### src/rtl/pwmdiv_pkg.sv
`default_nettype none
// ----------------------------------------------------------------------------
// pwmdiv_pkg
// Shared types, constants and codes for the PWM divider, wrap and level
// calculator.
// ----------------------------------------------------------------------------
package pwmdiv_pkg;

    localparam int MAX_DIVIDER = 255;

    localparam int FREQ_W      = 32;
    localparam int DUTY_W      = 7;
    localparam int SLICE_W     = 3;
    localparam int DIVIDER_W   = 8;
    localparam int COUNT_W     = 16;
    localparam int BOUND_W     = 48;
    localparam int PROD_W      = COUNT_W + DUTY_W;
    localparam int RECIP_W     = 24;
    localparam int SCALED_W    = PROD_W + RECIP_W;
    localparam int LEVEL_SHIFT = 30;
    localparam int DIV_STEPS   = 32;
    localparam int STEP_W      = $clog2(DIV_STEPS + 1);

    localparam logic [FREQ_W-1:0]  MIN_FREQ        = 32'd8;
    localparam logic [DUTY_W-1:0]  FULL_DUTY       = 7'd100;
    localparam logic [COUNT_W-1:0] COUNT_MAX       = 16'hFFFF;
    localparam logic [FREQ_W-1:0]  SYS_CLOCK_RESET = 32'd125000000;
    localparam logic [FREQ_W-1:0]  DIV_LIMIT       = 32'(MAX_DIVIDER - 1);

    // 2^30 / 100 rounded up, exact for any duty product below 2^23
    localparam logic [RECIP_W-1:0] LEVEL_RECIP     = 24'd10737419;

    localparam logic [1:0] STATUS_OK     = 2'd0;
    localparam logic [1:0] STATUS_RANGE  = 2'd1;
    localparam logic [1:0] STATUS_NO_DIV = 2'd2;

    typedef struct packed {
        logic [FREQ_W-1:0]  target_freq;
        logic [DUTY_W-1:0]  duty_percent;
        logic [SLICE_W-1:0] pwm_slice;
        logic               pwm_channel;
    } pwmdiv_item_t;

    typedef struct packed {
        logic [1:0]           status;
        logic [DIVIDER_W-1:0] clock_divider;
        logic [COUNT_W-1:0]   wrap_value;
        logic [COUNT_W-1:0]   compare_level;
        logic [SLICE_W-1:0]   slice_out;
        logic                 channel_out;
    } pwmdiv_result_t;

    typedef struct packed {
        logic idle;
        logic res_valid;
    } pwmdiv_seq_stat_t;

endpackage : pwmdiv_pkg
`default_nettype wire

### src/rtl/pwmdiv_divider.sv
`default_nettype none
// ----------------------------------------------------------------------------
// pwmdiv_divider
// Shared restoring divider: 32-bit dividend by 48-bit divisor, one quotient
// bit per cycle, with a one-cycle done pulse when the quotient is ready.
// ----------------------------------------------------------------------------
module pwmdiv_divider (
    input  wire logic                              clk,
    input  wire logic                              rst_n,
    input  wire logic                              start,
    input  wire logic [pwmdiv_pkg::FREQ_W-1:0]     dividend,
    input  wire logic [pwmdiv_pkg::BOUND_W-1:0]    divisor,
    output logic      [pwmdiv_pkg::FREQ_W-1:0]     quotient,
    output logic                                   done
);
    import pwmdiv_pkg::*;

    logic                 busy_reg, busy_next;
    logic                 done_reg, done_next;
    logic [STEP_W-1:0]    cnt_reg, cnt_next;
    logic [FREQ_W-1:0]    quo_reg, quo_next;
    logic [BOUND_W-1:0]   rem_reg, rem_next;
    logic [BOUND_W-1:0]   dsr_reg, dsr_next;
    logic [BOUND_W:0]     trial;
    logic [BOUND_W+1:0]   diff;
    logic                 borrow;

    always_comb
    begin
        trial  = {rem_reg, quo_reg[FREQ_W-1]};
        diff   = {1'b0, trial} - {2'b00, dsr_reg};
        borrow = diff[BOUND_W+1];

        busy_next = busy_reg;
        done_next = 1'b0;
        cnt_next  = cnt_reg;
        quo_next  = quo_reg;
        rem_next  = rem_reg;
        dsr_next  = dsr_reg;

        if (start)
        begin
            busy_next = 1'b1;
            cnt_next  = STEP_W'(DIV_STEPS);
            quo_next  = dividend;
            rem_next  = '0;
            dsr_next  = divisor;
        end
        else if (busy_reg)
        begin
            rem_next = borrow ? trial[BOUND_W-1:0] : diff[BOUND_W-1:0];
            quo_next = {quo_reg[FREQ_W-2:0], ~borrow};
            cnt_next = cnt_reg - STEP_W'(1);
            if (cnt_reg == STEP_W'(1))
            begin
                busy_next = 1'b0;
                done_next = 1'b1;
            end
        end
    end

    always_ff @(posedge clk or negedge rst_n)
    begin
        if (!rst_n)
        begin
            busy_reg <= 1'b0;
            done_reg <= 1'b0;
            cnt_reg  <= '0;
        end
        else
        begin
            busy_reg <= busy_next;
            done_reg <= done_next;
            cnt_reg  <= cnt_next;
        end
    end

    always_ff @(posedge clk)
    begin
        quo_reg <= quo_next;
        rem_reg <= rem_next;
        dsr_reg <= dsr_next;
    end

    assign quotient = quo_reg;
    assign done     = done_reg;

endmodule : pwmdiv_divider
`default_nettype wire

### src/rtl/pwmdiv_seq.sv
`default_nettype none
// ----------------------------------------------------------------------------
// pwmdiv_seq
// Sequencer that runs one transaction through the range check, the divider
// bound, three passes of the shared divider for divider, clock and wrap, and
// a duty multiply followed by a reciprocal multiply for the level.
// ----------------------------------------------------------------------------
module pwmdiv_seq (
    input  wire logic                              clk,
    input  wire logic                              rst_n,
    input  wire logic                              start,
    input  wire pwmdiv_pkg::pwmdiv_item_t          item,
    input  wire logic [pwmdiv_pkg::FREQ_W-1:0]     sys_clock_hz,
    input  wire logic                              res_ready,
    output pwmdiv_pkg::pwmdiv_result_t             result,
    output pwmdiv_pkg::pwmdiv_seq_stat_t           stat
);
    import pwmdiv_pkg::*;

    localparam logic [3:0] ST_IDLE    = 4'd0;
    localparam logic [3:0] ST_CHECK   = 4'd1;
    localparam logic [3:0] ST_BOUND   = 4'd2;
    localparam logic [3:0] ST_QD_GO   = 4'd3;
    localparam logic [3:0] ST_QD_WAIT = 4'd4;
    localparam logic [3:0] ST_QC_GO   = 4'd5;
    localparam logic [3:0] ST_QC_WAIT = 4'd6;
    localparam logic [3:0] ST_QW_GO   = 4'd7;
    localparam logic [3:0] ST_QW_WAIT = 4'd8;
    localparam logic [3:0] ST_MUL     = 4'd9;
    localparam logic [3:0] ST_LEVEL   = 4'd10;
    localparam logic [3:0] ST_FIN     = 4'd11;

    logic [3:0]           state_reg, state_next;
    logic [FREQ_W-1:0]    freq_reg, freq_next;
    logic [DUTY_W-1:0]    duty_reg, duty_next;
    logic [SLICE_W-1:0]   slice_reg, slice_next;
    logic                 chan_reg, chan_next;
    logic [1:0]           status_reg, status_next;
    logic [DIVIDER_W-1:0] div_reg, div_next;
    logic [COUNT_W-1:0]   wrap_reg, wrap_next;
    logic [COUNT_W-1:0]   level_reg, level_next;
    logic [BOUND_W-1:0]   bound_reg, bound_next;
    logic [FREQ_W-1:0]    c_reg, c_next;
    logic [PROD_W-1:0]    prod_reg, prod_next;

    logic [BOUND_W-1:0]   bound_hi;
    logic [BOUND_W-1:0]   bound_lo;
    logic [COUNT_W-1:0]   base;
    logic [SCALED_W-1:0]  scaled;
    logic                 div_start;
    logic [FREQ_W-1:0]    div_dividend;
    logic [BOUND_W-1:0]   div_divisor;
    logic [FREQ_W-1:0]    div_quotient;
    logic                 div_done;

    pwmdiv_divider u_divider (
        .clk      (clk),
        .rst_n    (rst_n),
        .start    (div_start),
        .dividend (div_dividend),
        .divisor  (div_divisor),
        .quotient (div_quotient),
        .done     (div_done)
    );

    // operand select for the shared divider
    always_comb
    begin
        div_start    = 1'b0;
        div_dividend = '0;
        div_divisor  = '0;
        unique case (state_reg)
            ST_QD_GO:
            begin
                div_start    = 1'b1;
                div_dividend = sys_clock_hz;
                div_divisor  = bound_reg;
            end
            ST_QC_GO:
            begin
                div_start    = 1'b1;
                div_dividend = sys_clock_hz;
                div_divisor  = {{(BOUND_W-DIVIDER_W){1'b0}}, div_reg};
            end
            ST_QW_GO:
            begin
                div_start    = 1'b1;
                div_dividend = c_reg;
                div_divisor  = {{(BOUND_W-FREQ_W){1'b0}}, freq_reg};
            end
            default:
            begin
                div_start = 1'b0;
            end
        endcase
    end

    always_comb
    begin
        // count limit times (freq + 1), and 65536 times freq
        bound_lo = {freq_reg, {COUNT_W{1'b0}}};
        bound_hi = bound_lo - {{(BOUND_W-FREQ_W){1'b0}}, freq_reg}
                 + {{(BOUND_W-COUNT_W){1'b0}}, COUNT_MAX};
        base     = (duty_reg == FULL_DUTY) ? (wrap_reg + COUNT_W'(1)) : wrap_reg;
        // division of the duty product by 100
        scaled   = SCALED_W'(prod_reg) * SCALED_W'(LEVEL_RECIP);

        state_next  = state_reg;
        freq_next   = freq_reg;
        duty_next   = duty_reg;
        slice_next  = slice_reg;
        chan_next   = chan_reg;
        status_next = status_reg;
        div_next    = div_reg;
        wrap_next   = wrap_reg;
        level_next  = level_reg;
        bound_next  = bound_reg;
        c_next      = c_reg;
        prod_next   = prod_reg;

        unique case (state_reg)
            ST_IDLE:
            begin
                if (start)
                begin
                    freq_next   = item.target_freq;
                    duty_next   = (item.duty_percent > FULL_DUTY) ? FULL_DUTY
                                                                 : item.duty_percent;
                    slice_next  = item.pwm_slice;
                    chan_next   = item.pwm_channel;
                    status_next = STATUS_OK;
                    div_next    = '0;
                    wrap_next   = '0;
                    level_next  = '0;
                    state_next  = ST_CHECK;
                end
            end
            ST_CHECK:
            begin
                if (freq_reg < MIN_FREQ || freq_reg > sys_clock_hz)
                begin
                    status_next = STATUS_RANGE;
                    state_next  = ST_FIN;
                end
                else
                begin
                    state_next = ST_BOUND;
                end
            end
            ST_BOUND:
            begin
                bound_next = (freq_reg > {{(FREQ_W-COUNT_W){1'b0}}, COUNT_MAX})
                           ? bound_hi : bound_lo;
                state_next = ST_QD_GO;
            end
            ST_QD_GO:
            begin
                state_next = ST_QD_WAIT;
            end
            ST_QD_WAIT:
            begin
                if (div_done)
                begin
                    if (div_quotient >= DIV_LIMIT)
                    begin
                        status_next = STATUS_NO_DIV;
                        state_next  = ST_FIN;
                    end
                    else
                    begin
                        div_next   = div_quotient[DIVIDER_W-1:0] + DIVIDER_W'(1);
                        state_next = ST_QC_GO;
                    end
                end
            end
            ST_QC_GO:
            begin
                state_next = ST_QC_WAIT;
            end
            ST_QC_WAIT:
            begin
                if (div_done)
                begin
                    c_next     = div_quotient;
                    state_next = ST_QW_GO;
                end
            end
            ST_QW_GO:
            begin
                state_next = ST_QW_WAIT;
            end
            ST_QW_WAIT:
            begin
                if (div_done)
                begin
                    wrap_next  = div_quotient[COUNT_W-1:0];
                    state_next = ST_MUL;
                end
            end
            ST_MUL:
            begin
                prod_next  = PROD_W'(base) * PROD_W'(duty_reg);
                state_next = ST_LEVEL;
            end
            ST_LEVEL:
            begin
                level_next = scaled[LEVEL_SHIFT +: COUNT_W];
                state_next = ST_FIN;
            end
            ST_FIN:
            begin
                if (res_ready)
                begin
                    state_next = ST_IDLE;
                end
            end
            default:
            begin
                state_next = ST_IDLE;
            end
        endcase
    end

    always_ff @(posedge clk or negedge rst_n)
    begin
        if (!rst_n)
        begin
            state_reg <= ST_IDLE;
        end
        else
        begin
            state_reg <= state_next;
        end
    end

    always_ff @(posedge clk)
    begin
        freq_reg   <= freq_next;
        duty_reg   <= duty_next;
        slice_reg  <= slice_next;
        chan_reg   <= chan_next;
        status_reg <= status_next;
        div_reg    <= div_next;
        wrap_reg   <= wrap_next;
        level_reg  <= level_next;
        bound_reg  <= bound_next;
        c_reg      <= c_next;
        prod_reg   <= prod_next;
    end

    assign result.status        = status_reg;
    assign result.clock_divider = div_reg;
    assign result.wrap_value    = wrap_reg;
    assign result.compare_level = level_reg;
    assign result.slice_out     = slice_reg;
    assign result.channel_out   = chan_reg;

    assign stat.idle      = (state_reg == ST_IDLE);
    assign stat.res_valid = (state_reg == ST_FIN);

endmodule : pwmdiv_seq
`default_nettype wire

### src/rtl/pwm_divider_wrap_level_calc_core.sv
`default_nettype none
// ----------------------------------------------------------------------------
// pwm_divider_wrap_level_calc_core
// PWM divider, wrap and compare-level calculator with a registered output.
// ----------------------------------------------------------------------------
// One transaction at a time. out_valid rises once the range check rejects a
// target below 8 or above the system clock, once the first divider pass finds
// that no divider fits, or once the level is ready for a normal result. The
// time is set by the shared 32-step restoring divider, used up to three times
// per transaction (divider bound, divided clock and wrap), one quotient bit
// per cycle; the level then takes a duty multiply followed by a reciprocal
// multiply by 1/100. The input is stalled while a transaction is in progress
// and while a finished result waits for the output register; a result in the
// output register lets the next transaction start. The system clock register
// resets to 125 MHz and is to be written only while the block is idle.
// ----------------------------------------------------------------------------
module pwm_divider_wrap_level_calc_core (
    input  wire logic                                   clk,
    input  wire logic                                   rst_n,
    input  wire logic                                   cfg_we,
    input  wire logic [pwmdiv_pkg::FREQ_W-1:0]          cfg_wdata,
    input  wire logic                                   in_valid,
    output logic                                        in_stall,
    input  wire logic [pwmdiv_pkg::FREQ_W-1:0]          target_freq,
    input  wire logic [pwmdiv_pkg::DUTY_W-1:0]          duty_percent,
    input  wire logic [pwmdiv_pkg::SLICE_W-1:0]         pwm_slice,
    input  wire logic                                   pwm_channel,
    output logic                                        out_valid,
    input  wire logic                                   out_stall,
    output logic [1:0]                                  status,
    output logic [pwmdiv_pkg::DIVIDER_W-1:0]            clock_divider,
    output logic [pwmdiv_pkg::COUNT_W-1:0]              wrap_value,
    output logic [pwmdiv_pkg::COUNT_W-1:0]              compare_level,
    output logic [pwmdiv_pkg::SLICE_W-1:0]              slice_out,
    output logic                                        channel_out
);
    import pwmdiv_pkg::*;

    logic [FREQ_W-1:0]  sys_clock_reg, sys_clock_next;
    logic               out_valid_reg, out_valid_next;
    pwmdiv_result_t     res_reg, res_next;

    pwmdiv_item_t       item;
    pwmdiv_result_t     seq_result;
    pwmdiv_seq_stat_t   seq_stat;
    logic               in_accept;
    logic               res_ready;
    logic               res_load;

    assign item.target_freq  = target_freq;
    assign item.duty_percent = duty_percent;
    assign item.pwm_slice    = pwm_slice;
    assign item.pwm_channel  = pwm_channel;

    assign in_stall  = !seq_stat.idle;
    assign in_accept = in_valid && !in_stall;
    assign res_ready = !out_valid_reg || !out_stall;
    assign res_load  = seq_stat.res_valid && res_ready;

    pwmdiv_seq u_seq (
        .clk          (clk),
        .rst_n        (rst_n),
        .start        (in_accept),
        .item         (item),
        .sys_clock_hz (sys_clock_reg),
        .res_ready    (res_ready),
        .result       (seq_result),
        .stat         (seq_stat)
    );

    always_comb
    begin
        sys_clock_next = cfg_we ? cfg_wdata : sys_clock_reg;
        res_next       = res_load ? seq_result : res_reg;
        priority if (res_load)
        begin
            out_valid_next = 1'b1;
        end
        else if (!out_stall)
        begin
            out_valid_next = 1'b0;
        end
        else
        begin
            out_valid_next = out_valid_reg;
        end
    end

    always_ff @(posedge clk or negedge rst_n)
    begin
        if (!rst_n)
        begin
            sys_clock_reg <= SYS_CLOCK_RESET;
            out_valid_reg <= 1'b0;
        end
        else
        begin
            sys_clock_reg <= sys_clock_next;
            out_valid_reg <= out_valid_next;
        end
    end

    always_ff @(posedge clk)
    begin
        res_reg <= res_next;
    end

    assign out_valid     = out_valid_reg;
    assign status        = res_reg.status;
    assign clock_divider = res_reg.clock_divider;
    assign wrap_value    = res_reg.wrap_value;
    assign compare_level = res_reg.compare_level;
    assign slice_out     = res_reg.slice_out;
    assign channel_out   = res_reg.channel_out;

endmodule : pwm_divider_wrap_level_calc_core
`default_nettype wire

### config.mk
export PLATFORM = sky130hd
export DESIGN_NAME = pwm_divider_wrap_level_calc_core
export DESIGN_NICKNAME = d
export VERILOG_FILES = /design/src/rtl/pwmdiv_pkg.sv /design/src/rtl/pwmdiv_divider.sv /design/src/rtl/pwmdiv_seq.sv /design/src/rtl/pwm_divider_wrap_level_calc_core.sv
export SDC_FILE = /design/constraint.sdc
export NUM_CORES = 2
export LEC_CHECK = 0
export ABC_AREA = 1
export CAP_MARGIN = 5
export CORE_UTILIZATION = 55
export DETAILED_ROUTE_END_ITERATION = 8
export DONT_BUFFER_PORTS = 1
export GPL_TIMING_DRIVEN = 1
export PLACE_DENSITY = 0.73
export SETUP_SLACK_MARGIN = 0.15
export SLEW_MARGIN = 5
export SYNTH_ARGS = -nofsm -noshare
export SYNTH_HDL_FRONTEND = slang
export SYNTH_SLANG_ARGS = --single-unit
export TNS_END_PERCENT = 5
### constraint.sdc
create_clock -name clk -period 5.5 [get_ports clk]
set_clock_uncertainty 0.15 [all_clocks]
set_input_delay 0.55 -clock clk [delete_from_list [all_inputs] [get_ports clk]]
set_output_delay 0.55 -clock clk [all_outputs]
set_load 0.05 [all_outputs]
# Word level (Yosys, flattened, before mapping)
# Index checks and enable logic that the tools add are counted.
# W data, S select, Z words.
[word_totals]
regBits = 407
output_inout_bits = 48
word_cells = 124
[classes]
n_addsub = 6
n_mul = 2
magnitude_cmp = 5
eq_ne = 22
n_mux = 39
bitwise = 1
n_reduce_logical = 22
[op_table]
columns = ["cell", "n"]
rows = [
  ["$pmux W48 S3", 1],
  ["$mux W48", 2],
  ["$mux W32", 2],
  ["$pmux W16 S2", 2],
  ["$pmux W32 S2", 1],
  ["$sub A49 B48 Y50", 1],
  ["$add A48 B16 Y48 const B", 1],
  ["$mux W16", 3],
  ["$pmux W4 S12", 1],
  ["$sub A48 B32 Y48", 1],
  ["$mul A23 B24 Y46 const B", 1],
  ["$ge A32 B8 Y1 const B", 1],
  ["$gt A32 B16 Y1 const B", 1],
  ["$gt A32 B32 Y1", 1],
  ["$lt A32 B4 Y1 const B", 1],
  ["$mux W4", 7],
  ["$mux W8", 3],
  ["$mul A16 B7 Y23", 1],
  ["$add A16 B1 Y16 const B", 1],
  ["$eq A4 B3 Y1 const B", 4],
  ["$eq A4 B4 Y1 const B", 4],
  ["$pmux W8 S2", 1],
  ["$mux W6", 2],
  ["$ne A2 B1 Y1 const B", 5],
  ["24 further kinds", 49],
]

# Logic depth before layout (Yosys ltp)
[logic_depth]
ltp_word = 4
depth_mapped = 27
depth_no_buf = 27

# Hierarchy
# From an unflattened synthesis, not the netlist that was laid out.
[hier_totals]
cells_unflattened = 4637
area_unflattened_um2 = 37556.0
[by_module_without_submodules]
columns = ["module", "n_inst", "cells_each", "area_each_um2", "seq_area_each_um2"]
rows = [
  ["pwmdiv_seq", 1, 2920, 24931.4, 5745.5],
  ["pwmdiv_divider", 1, 1527, 9882.0, 3563.4],
  ["pwm_divider_wrap_level_calc_core", 1, 190, 2742.6, 2223.4],
]

# Worst setup path after synthesis
# No wires, ideal clock.
[synth_timing]
path_type = "register -> register"
from = "register u_seq.prod_reg[6]"
to = "register u_seq.level_reg[0] (data pin)"
setup_ps = 253
t_arrival_ps = 5557
t_required_ps = 5097
setup_slack_ps = -460
stages_incl_launch_ff = 24
n_path_buf = 0
synth_period_minus_slack_ps = 5960
cell_sequence = "edfxtp_1 > inv_1 > fa_1 > inv_1 > fa_1 > inv_1 > fa_1 > fa_1 > inv_1 > fa_1 > fa_1 > inv_1 > fa_1 > inv_1 > ha_1 > nand2_1 > nor2_1 > nor2_1 > a21boi_0 > nor2_1 > a211oi_1 > nand2_1 > nand2_1 > nor2_1"
[synth_between]
elab_chain_cells = 2
[synth_rtl]
columns = ["element", "line", "text"]
rows = [
  ["start, declared", "pwmdiv_seq.sv:44", "logic [PROD_W-1:0] prod_reg, prod_next;"],
  ["start signal, assigned", "pwmdiv_seq.sv:248", "prod_reg <= prod_next;"],
  ["$mul A23 B24 Y46", "pwmdiv_seq.sv:106", "scaled = SCALED_W'(prod_reg) * SCALED_W'(LEVEL_RECIP);"],
  ["$pmux W16 S2", "pwmdiv_seq.sv:121", "unique case (state_reg)"],
  ["end signal, assigned", "pwmdiv_seq.sv:245", "level_reg <= level_next;"],
  ["end, declared", "pwmdiv_seq.sv:41", "logic [COUNT_W-1:0] level_reg, level_next;"],
]
# Every way passes these cells.
# A chain may end at the register's enable or synchronous reset.

# Worst setup path after layout
[layout_timing]
from = "register u_seq.prod_reg[2]"
to = "register u_seq.level_reg[5] (data pin)"
# Same word-level chain as after synthesis.

==> results.cfg <==
[setup_path]
arrival_ns = 6.10
crit_path_max_incr_delay_ns = 0.54
worstSetupPathType = reg2reg
path_cells = buf_4 > ha_1 > fa_1 > inv_1 > fa_1 > fa_1 > inv_1 > fa_1 > fa_1 > inv_1 > fa_1 > inv_1 > ha_4 > nand2_4 > nor2_4 > inv_2 > nor3_4 > nand2_1 > nand2_1 > nand4_1 > a21oi_1 > nor2_1
cp_max_fo = 4
crit_slowest_cell = fa_1
cp_top_family = adder cells
end_kind = flip-flop
critPathMostFrequentCell = fa_1
worstPathRequired_ns = 5.71
worstSetupStartpointType = flip-flop
crit_buf_inv = 6

[grt]
grtUsageTotal = 0.316
grt_pass1_vias = 30700
grt_max_degree = 64
grt-ovfl-total = 0
antenna_found_initial = 1
grt_first_pass_wirelength_mm = 166

[logic_synthesis]
synth_edf_count = 314
syn_avg_cell_area_um2 = 8.39
ys_seq_area_frac = 0.312
syn_area_um2 = 37000
synthTopCellsByArea = edfxtp_1 (26%), fa_1 (14%), ha_1 (14%)
synth_seq_cells = 407
async_flop_share = 0.111
syn_nets = 5174
synth_ff_type = edfxtp_1
synth.top_cell.area_share = 0.255
synth.distinct_cells = 59
yosys_warnings = 0
yosys.area.top_type = edfxtp_1
synthCells = 4407

[sta]
setup_ws_ns = -0.387
max_freq_ghz = 0.170
tns_ns = -5.94
final-hold-violation-count = 0
finalCriticalPeriod_ns = 5.89
final_max_slew_viol_count = 0
min_period_over_period = 1.07
tightest_slew_ns = 1.17
timing.slew.headroom = 0.223
setup_viol_count_final = 26
rsz0062_at_grt = true

[cells_and_area]
area_growth_pct = 16.1
final_cell_mix = nand2_1 (919), inv_1 (885), ha_1 (408)
fin_area_um2 = 42900
drive_above_1_share = 0.132
n_fill_cell = 5570
final_common_cell = nand2_1
stdcell_count = 5680
diodes = 0
nets = 5548
multi_input_area_um2 = 22200
seq_area_um2 = 11500

[drt]
vias_per_cell = 5.40
drc = 3
ant_nets = 0
num_vias = 30700
wirelength_mm = 106
wl_per_cell_um = 18.6
dr.pass1.iters = 7
drt_iter0_drc = 2439

[floorplanning]
row_count = 94
boundaryPins = 128
initial_core_util = 0.559
coreArea_um2 = 66100
die_h_um = 261
die_w_um = 261
dieArea_um2 = 68300

[place]
dp_hpwl_mm = 83.1
io_buffers = 0
place_area_um2 = 40100
dp_slack_ns = -0.468
placedCellCount = 5503
gp_congestion = 1.01

[status]
outcome = finished with violations
violations = DRC, setup timing

[clocking]
cts_tree = done
clk_pin_slew_ns = 0.07
clk_path_buf_depth = 3
numCtsBuffers = 45
insertion_delay_ns = 0.60
root_buffer = clkbuf_16
htreeDepth = 2
cts_sinks = 407

[power_and_ir_drop]
ir_drop_uv = 289
leakage_nw = 21.0
powerDensity_nw_per_um2 = 155

[job]
maxCapViolCount = 0

[hold_path]
hold_path.class = in2reg
## cell usage after synthesis, types with 40 or more instances
library cell / n
dfxtp_1: 48
xnor2_1: 40
o21ai_0: 214
edfxtp_1: 314
nand4_1: 48
inv_1: 898
ha_1: 422
a21oi_1: 190
nand3_1: 163
fa_1: 265
nor2_1: 390
nand2_1: 931
## per-stage QoR
| stage | power [mW] | hold slack [ns] | utilization |
|---|---|---|---|
| floorplan | 3.44 | 0.104 | - |
| CTS | 6.66 | 0.00267 | 0.646 |
| detailed placement | 3.47 | 0.106 | 0.606 |
| global placement | 3.46 | 0.106 | 0.606 |
| global route | 6.80 | 0.0498 | 0.649 |
| finish | 6.64 | 0.0435 | 0.649 |
## cell families (layout without fill, tap and decap cells)
kind of cell / Yosys count / count (layout) / share of synthesized area
buf+inv: 984 / 1393 / 0.103
compound gates: 578 / 578 / 0.0895
xor+xnor: 78 / 78 / 0.0189
mux: 1 / 1 / 0.000305
simple gates: 1672 / 1672 / 0.190
flops: 407 / 407 / 0.312
fa+ha+maj: 687 / 687 / 0.286
## worst paths after layout
path,from,end,slack [ns],depth (start not counted)
max,u_seq.prod_reg[2]$_DFFE_PP_,u_seq.level_reg[5]$_SDFFCE_PN0P_,-0.39,22
min,duty_percent[0],u_seq.duty_reg[0]$_SDFFCE_PN0P_,0.04,2
max reg2reg,u_seq.prod_reg[2]$_DFFE_PP_,u_seq.level_reg[5]$_SDFFCE_PN0P_,-0.39,22
min reg2reg,u_seq.level_reg[12]$_SDFFCE_PN0P_,compare_level[12]$_DFFE_PP_,0.27,0
max in group asynchronous,rst_n,sys_clock_reg[6]$_DFFE_PN1P_,4.57,2
min in group asynchronous,rst_n,sys_clock_reg[31]$_DFFE_PN0P_,0.31,2
## power by group
group	switching [mW]	total, mW	internal (mW)
logic	0.0844	0.155	0.0706
clock network	1.36	3.16	1.80
registers	0.0149	3.32	3.30
## worst register-to-register path, cell delays in order, from the launching register on
cell      delay [ns]
edfxtp_1        0.47
buf_4           0.18
ha_1            0.32
fa_1            0.52
inv_1           0.06
fa_1            0.47
fa_1            0.52
inv_1           0.05
fa_1            0.46
fa_1            0.54
inv_1           0.05
fa_1            0.52
inv_1           0.07
ha_4            0.33
nand2_4         0.08
nor2_4          0.11
inv_2           0.06
nor3_4          0.22
nand2_1         0.07
nand2_1         0.07
nand4_1         0.12
a21oi_1         0.18
nor2_1          0.05
## per-layer routing
| metal | global-route usage | wire (µm) | share of wire |
|---|---|---|---|
| met1 | 0.436 | 46800 | 0.44 |
| met2 | 0.507 | 47400 | 0.45 |
| met3 | 0.0492 | 7840 | 0.074 |
| met4 | 0.104 | 3650 | 0.035 |
| met5 | 0 | 13 | 0.00012 |
## cell type report
cell class | instances | area share
Multi-Input combinational cell | 3016 | 0.517
Sequential cell | 407 | 0.269
Inverter | 921 | 0.0806
Timing Repair Buffer | 390 | 0.0732
Clock buffer | 54 | 0.0277
Tap cell | 864 | 0.0252
Clock inverter | 28 | 0.00772
## what timing repair did
item | 4_1_cts | 5_1_grt
hold buffers | 75 | 0
pin swaps | 32 | 25
endpoints found under the setup margin | 32 | 33
hold endpoints to repair | 117 | 0
cloned | 0 | 0
resized for setup | 68 | 48
setup buffers | 11 | 9
Power figures use the tool's default switching activity.
